===== config.mk =====
export PLATFORM = sky130hd
export DESIGN_NAME = stack_calculator_unit_core
export DESIGN_NICKNAME = d
export VERILOG_FILES = /design/src/hdl/scu_pkg.sv /design/src/hdl/scu_cell.sv /design/src/hdl/scu_ctrl.sv /design/src/hdl/stack_calculator_unit_core.sv
export SDC_FILE = /design/constraint.sdc
export NUM_CORES = 2
export LEC_CHECK = 0
export BUFFER_PORTS_ARGS = -buffer_cell sky130_fd_sc_hd__buf_2
export CORE_MARGIN = 4
export CORE_UTILIZATION = 68
export DETAILED_ROUTE_END_ITERATION = 16
export GPL_TIMING_DRIVEN = 0
export HOLD_SLACK_MARGIN = 0.03
export PLACE_DENSITY = 0.85
export SYNTH_ARGS = -nofsm -noshare
export SYNTH_HDL_FRONTEND = slang
export SYNTH_HIERARCHICAL = 1
export SYNTH_SLANG_ARGS = --single-unit

===== constraint.sdc =====
create_clock -name aclk -period 14.4 [get_ports aclk]
set_input_delay 2.16 -clock aclk [delete_from_list [all_inputs] [get_ports aclk]]
set_output_delay 2.16 -clock aclk [all_outputs]
set_load 0.01 [all_outputs]

===== src/hdl/scu_pkg.sv =====
// ----------------------------------------------------------------------------
// scu_pkg
// Types, constants and codes of the stack calculator unit.
// ----------------------------------------------------------------------------
package scu_pkg;

    localparam int STACK_DEPTH = 16;
    localparam int WORD_W      = 32;
    localparam int CNT_W       = $clog2(STACK_DEPTH + 1);
    localparam int OP_W        = 3;
    localparam int COUNT_OUT_W = 5;

    typedef logic [WORD_W-1:0] word_t;
    typedef logic [CNT_W-1:0]  count_t;
    typedef logic [OP_W-1:0]   op_t;
    typedef logic [2:0]        cell_mode_t;

    // operation codes
    localparam op_t OP_PUSH     = 3'd0;
    localparam op_t OP_POP      = 3'd1;
    localparam op_t OP_SUBTRACT = 3'd2;
    localparam op_t OP_MULTIPLY = 3'd3;
    localparam op_t OP_SWAP     = 3'd4;
    localparam op_t OP_NEGATE   = 3'd5;

    // cell update modes
    localparam cell_mode_t MODE_HOLD       = 3'd0;
    localparam cell_mode_t MODE_LOAD       = 3'd1;
    localparam cell_mode_t MODE_FROM_PREV  = 3'd2;
    localparam cell_mode_t MODE_FROM_NEXT1 = 3'd3;
    localparam cell_mode_t MODE_FROM_NEXT2 = 3'd4;

    localparam word_t  EMPTY_WORD = {WORD_W{1'b1}};
    localparam count_t FULL_COUNT = CNT_W'(STACK_DEPTH);

    // control bundle from the operation decoder to the cell row and output stage
    typedef struct packed {
        cell_mode_t mode_top;
        cell_mode_t mode_second;
        cell_mode_t mode_rest;
        word_t      load_top;
        word_t      load_second;
        count_t     count_next;
        word_t      result;
        logic       underflow;
        logic       overflow;
    } ctrl_t;

endpackage


===== src/hdl/scu_cell.sv =====
// ----------------------------------------------------------------------------
// scu_cell
// One stack entry; takes its next word from itself, a load, or a neighbor.
// ----------------------------------------------------------------------------
module scu_cell (
    input  logic               aclk,
    input  scu_pkg::cell_mode_t mode,
    input  scu_pkg::word_t      load_data,
    input  scu_pkg::word_t      prev_data,
    input  scu_pkg::word_t      next1_data,
    input  scu_pkg::word_t      next2_data,
    output scu_pkg::word_t      data
);
    import scu_pkg::*;

    word_t data_reg;
    word_t data_next;

    always_comb begin
        case (mode)
            MODE_LOAD:       data_next = load_data;
            MODE_FROM_PREV:  data_next = prev_data;
            MODE_FROM_NEXT1: data_next = next1_data;
            MODE_FROM_NEXT2: data_next = next2_data;
            default:         data_next = data_reg;
        endcase
    end

    always_ff @(posedge aclk) begin
        data_reg <= data_next;
    end

    assign data = data_reg;

endmodule


===== src/hdl/scu_ctrl.sv =====
// ----------------------------------------------------------------------------
// scu_ctrl
// Operation decoder and ALU: picks operands from the top two cells, computes
// the result and flags, and sets the update mode of every cell.
// ----------------------------------------------------------------------------
module scu_ctrl (
    input  logic            accept,
    input  scu_pkg::op_t    operation,
    input  scu_pkg::word_t  push_value,
    input  scu_pkg::count_t count,
    input  scu_pkg::word_t  top_data,
    input  scu_pkg::word_t  second_data,
    output scu_pkg::ctrl_t  ctrl
);
    import scu_pkg::*;

    logic  have_one;
    logic  have_two;
    word_t opnd_b;
    word_t opnd_a;
    word_t diff;
    word_t prod;
    word_t neg;

    assign have_one = (count != '0);
    assign have_two = (count > CNT_W'(1));
    // missing operands read as minus one
    assign opnd_b   = have_one ? top_data : EMPTY_WORD;
    assign opnd_a   = have_two ? second_data : EMPTY_WORD;
    assign diff     = opnd_a - opnd_b;
    assign prod     = opnd_a * opnd_b;
    assign neg      = word_t'(0) - opnd_b;

    always_comb begin
        ctrl.mode_top    = MODE_HOLD;
        ctrl.mode_second = MODE_HOLD;
        ctrl.mode_rest   = MODE_HOLD;
        ctrl.load_top    = '0;
        ctrl.load_second = '0;
        ctrl.count_next  = count;
        ctrl.result      = '0;
        ctrl.underflow   = 1'b0;
        ctrl.overflow    = 1'b0;
        if (accept) begin
            case (operation)
                OP_PUSH: begin
                    if (count == FULL_COUNT) begin
                        ctrl.overflow = 1'b1;
                    end else begin
                        ctrl.mode_top    = MODE_LOAD;
                        ctrl.mode_second = MODE_FROM_PREV;
                        ctrl.mode_rest   = MODE_FROM_PREV;
                        ctrl.load_top    = push_value;
                        ctrl.count_next  = count + CNT_W'(1);
                    end
                end
                OP_POP: begin
                    ctrl.result    = opnd_b;
                    ctrl.underflow = !have_one;
                    if (have_one) begin
                        ctrl.mode_top    = MODE_FROM_NEXT1;
                        ctrl.mode_second = MODE_FROM_NEXT1;
                        ctrl.mode_rest   = MODE_FROM_NEXT1;
                        ctrl.count_next  = count - CNT_W'(1);
                    end
                end
                OP_SUBTRACT, OP_MULTIPLY: begin
                    // two out, one in: everything below the top two moves up one
                    ctrl.result      = (operation == OP_SUBTRACT) ? diff : prod;
                    ctrl.underflow   = !have_two;
                    ctrl.mode_top    = MODE_LOAD;
                    ctrl.mode_second = MODE_FROM_NEXT1;
                    ctrl.mode_rest   = MODE_FROM_NEXT1;
                    ctrl.load_top    = ctrl.result;
                    ctrl.count_next  = have_two ? count - CNT_W'(1) : CNT_W'(1);
                end
                OP_SWAP: begin
                    ctrl.underflow   = !have_two;
                    ctrl.mode_top    = MODE_LOAD;
                    ctrl.mode_second = MODE_LOAD;
                    ctrl.load_top    = opnd_a;
                    ctrl.load_second = opnd_b;
                    ctrl.count_next  = have_two ? count : CNT_W'(2);
                end
                OP_NEGATE: begin
                    ctrl.result     = neg;
                    ctrl.underflow  = !have_one;
                    ctrl.mode_top   = MODE_LOAD;
                    ctrl.load_top   = neg;
                    ctrl.count_next = have_one ? count : CNT_W'(1);
                end
                default: begin
                    // unused codes leave the stack alone
                    ctrl.count_next = count;
                end
            endcase
        end
    end

endmodule


===== src/hdl/stack_calculator_unit_core.sv =====
// The result word is registered; it appears in the cycle after its input word is accepted.
// Throughput: one word per cycle while m_ready is high; the output register frees
// as the result is taken, so a new word enters in the same cycle.
// Reset clears the entry count and the output valid; stack cells keep
// whatever they hold, and entries above the count are never read.
// ----------------------------------------------------------------------------
// stack_calculator_unit_core
// Bounded integer stack calculator built as a row of shifting cells, the top
// of the stack in cell zero.
// ----------------------------------------------------------------------------
module stack_calculator_unit_core (
    input  logic                                   aclk,
    input  logic                                   aresetn,
    input  logic                                   s_valid,
    output logic                                   s_ready,
    input  scu_pkg::op_t                           s_operation,
    input  logic signed [scu_pkg::WORD_W-1:0]      s_push_value,
    output logic                                   m_valid,
    input  logic                                   m_ready,
    output logic signed [scu_pkg::WORD_W-1:0]      m_result_value,
    output logic                                   m_underflow,
    output logic                                   m_overflow,
    output logic [scu_pkg::COUNT_OUT_W-1:0]        m_stack_count
);
    import scu_pkg::*;

    word_t  cell_q [STACK_DEPTH];
    count_t count_reg;
    logic   accept;
    ctrl_t  ctrl;

    logic   m_valid_reg;
    logic   m_valid_next;
    word_t  result_reg;
    logic   underflow_reg;
    logic   overflow_reg;
    count_t out_count_reg;

    assign s_ready = !m_valid_reg || m_ready;
    assign accept  = s_valid && s_ready;

    scu_ctrl u_ctrl (
        .accept      (accept),
        .operation   (s_operation),
        .push_value  (word_t'(s_push_value)),
        .count       (count_reg),
        .top_data    (cell_q[0]),
        .second_data (cell_q[1]),
        .ctrl        (ctrl)
    );

    for (genvar i = 0; i < STACK_DEPTH; i++) begin : g_cell
        word_t      prev_w;
        word_t      next1_w;
        word_t      next2_w;
        word_t      load_w;
        cell_mode_t mode_w;

        if (i == 0) begin : g_top
            assign prev_w = '0;
            assign load_w = ctrl.load_top;
            assign mode_w = ctrl.mode_top;
        end else if (i == 1) begin : g_second
            assign prev_w = cell_q[i-1];
            assign load_w = ctrl.load_second;
            assign mode_w = ctrl.mode_second;
        end else begin : g_rest
            assign prev_w = cell_q[i-1];
            assign load_w = '0;
            assign mode_w = ctrl.mode_rest;
        end

        if (i + 1 < STACK_DEPTH) begin : g_n1
            assign next1_w = cell_q[i+1];
        end else begin : g_n1_end
            assign next1_w = '0;
        end

        if (i + 2 < STACK_DEPTH) begin : g_n2
            assign next2_w = cell_q[i+2];
        end else begin : g_n2_end
            assign next2_w = '0;
        end

        scu_cell u_cell (
            .aclk       (aclk),
            .mode       (mode_w),
            .load_data  (load_w),
            .prev_data  (prev_w),
            .next1_data (next1_w),
            .next2_data (next2_w),
            .data       (cell_q[i])
        );
    end

    assign m_valid_next = accept || (m_valid_reg && !m_ready);

    always_ff @(posedge aclk) begin
        if (!aresetn) begin
            count_reg   <= '0;
            m_valid_reg <= 1'b0;
        end else begin
            count_reg   <= ctrl.count_next;
            m_valid_reg <= m_valid_next;
        end
    end

    // hold the result word until taken
    always_ff @(posedge aclk) begin
        if (accept) begin
            result_reg    <= ctrl.result;
            underflow_reg <= ctrl.underflow;
            overflow_reg  <= ctrl.overflow;
            out_count_reg <= ctrl.count_next;
        end
    end

    assign m_valid        = m_valid_reg;
    assign m_result_value = result_reg;
    assign m_underflow    = underflow_reg;
    assign m_overflow     = overflow_reg;
    assign m_stack_count  = COUNT_OUT_W'(out_count_reg);

endmodule


==> qor.csv <==
metric;value;unit
hold_path_class;reg -> reg;
clockBufferDepth;3;
gp_congestion;1.09;
synth_area_leaders;edfxtp_1 (32%), fa_1 (16%), o221a_1 (11%), mux2i_1 (9.9%), nand2_1 (5.9%);
synth_edf_count;551;
period_share;89.1;%
grt_pass1_wl;283000;um
violations;max-capacitance violations, max-slew violations;
path_max_fanout;11;
worst_slew_pin_slew;1.63;ns
vias;44443;
rsz0062_at_grt;false;
ant_nets;0;
synth_cell_type_count;80;
setup_viol;0;
cts_buffers;60;
critPathKind;reg -> reg;
path_clk_slew;0.06;ns
tritoncts;done;
timing.final.crit_period;12.83;ns
grt_pass1_vias;45592;
utilization;76.8;%
synthArstFlopShare;0;%
final-hold-violation-count;0;
clk_latency;0.66;ns
cts-root-buf;clkbuf_16;
relSlewSlack;-8.88;%
grt_max_degree;57;
drt_iter0_drc;6032;
fmax;78.0;MHz
die_x;284;um
via_per_inst;6.58;
drt-wirelength-per-cell;28.3;um
drc_errors;0;
finalSetupTns;0;ns
ctsResizeCount;0;
cts.sinks;557;
io_buffers;78;
core;0.0758;sq mm
nFillCells;4910;
rows;101;
ioPinCount;80;
place_inst;6633;
drv_cap;4;
wl;191000;um
fin_nets;6343;
hpwl;149000;um
slew_violations;33;
antenna_found_initial;6;
grt_overflow_total;0;
syn_to_final_growth;12.3;%
postSynthCellCount;4969;
fin_skew;0.0199;ns
synth_top_area_share;31.9;%
layoutNonFillerInstCount;6752;
die_y;284;um
crit_slowest_cell;nor2_1;
htreeDepth;2;
ys_ff_latch;557;
ys.flop_type;edfxtp_1;
status;finished, violations left;
crit_required;14.93;ns
drt_first_pass_iters;9;
mostFrequentLayoutCells;nand2_1 (820), conb_1 (579), edfxtp_1 (551);
avgSynthCellArea;10.4;sq um
syn_area;0.0519;sq mm
largest_register_ffs;512;
dieArea;0.0808;sq mm
postCtsHoldBufs;0;
final_common_cell;nand2_1;
drive_above_1_share;8.23;%
post_cts_buffers;0;
holdWs;0.519;ns
endpoint_kind;flop;
yosys_warnings;6;
cp_slowest_stage_delay;1.24;ns
initial_core_util;68.4;%
critical_path.startpoint_type;flop;
yosys.area.top_type;edfxtp_1;
critical_path_arrival;13.36;ns
grt_usage;46.6;%
ys_seq_area_share;32.1;%
[critical path: cells and delay by family (launching register included)]
family / cells / cell delay [ns]
DFF: 1 / 0.44
AOI/OAI and AO/OA: 10 / 3.93
adders and majority gates: 11 / 4.49
and+or+nand+nor: 3 / 1.80
muxes: 1 / 0.30
xor gates and xnor gates: 1 / 0.08
buffers and inverters: 9 / 1.61
[stage by stage]
step	setup slack [ns]	cell area, sq um
5_1_grt	1.70	58200
3_3_place_gp	2.45	55700
6_report	1.57	58300
4_1_cts	2.26	58200
2_1_floorplan	5.71	54100
3_5_place_dp	2.30	56200
[layout make-up]
cell class	count	area (sq um)	share of cell area, %
clock inverters	32	334	0.573
clock buffers	81	1660	2.85
well taps	978	1220	2.10
plain buffers	349	2100	3.60
multi-input cells	4173	33700	57.8
flip-flops and latches	557	16700	28.6
inverters	467	1750	3.01
diodes	4	10.0	0.0172
repair buffers	111	823	1.41
[path summary, 6_finish.rpt]
path / from / endpoint / slack, ns / depth (start not counted)
worst max-delay path: count_reg[1] / g_cell[0].u_cell/data[31] / 1.57 / 35
worst min register to register: m_valid / m_valid / 0.52 / 2
worst min-delay path: m_valid / m_valid / 0.52 / 2
worst max register to register: count_reg[1] / g_cell[0].u_cell/data[31] / 1.57 / 35
[Yosys cell counts (6+ instances only)]
library cell,count
nand2b_1,52
a211oi_1,19
nor2b_1,26
buf_4,22
and3_1,10
fa_1,409
nor2_4,16
nand2_1,820
a21o_4,16
dfxtp_1,6
a31oi_1,17
ha_1,176
clkbuf_4,32
buf_1,39
o21a_1,13
o21ai_0,51
a21o_1,31
edfxtp_1,551
inv_2,9
buf_6,66
xor2_1,29
nor3b_1,9
mux2i_1,515
a22oi_1,32
clkinv_1,20
o22ai_1,31
or3_1,9
inv_1,438
clkbuf_1,118
a221oi_1,16
nor2_1,409
o21bai_1,11
nor3_1,19
xnor2_1,105
a21oi_1,137
o31ai_1,8
buf_2,72
o221a_1,512
and2_1,15
nand3_1,8
[layer usage]
| metal | global-route usage [%] | part of all wire (%) | vias up |
|---|---|---|---|
| met4 | 40.1 | 11 | 4 |
| met1 | 52.0 | 32 | 21445 |
| met2 | 75.5 | 46 | 3300 |
| li1 | - | - | 18653 |
| met5 | 0 | 0.015 | - |
| met3 | 11.1 | 11 | 1041 |
[logic make-up after synthesis]
| family | Yosys count | synth area share, % |
|---|---|---|
| AO/OA/AOI/OAI | 931 | 16.5 |
| XOR/XNOR | 136 | 2.35 |
| adder cells (fa/ha/maj) | 585 | 20.0 |
| buffers and inverters | 816 | 7.42 |
| flip-flops | 557 | 32.1 |
| multiplexers | 517 | 9.98 |
| other | 2 | 0.0145 |
| AND/OR/NAND/NOR | 1425 | 11.6 |
Power is not shown: default switching activity piles up to over one toggle a cycle in this logic, so the estimate is an artifact.
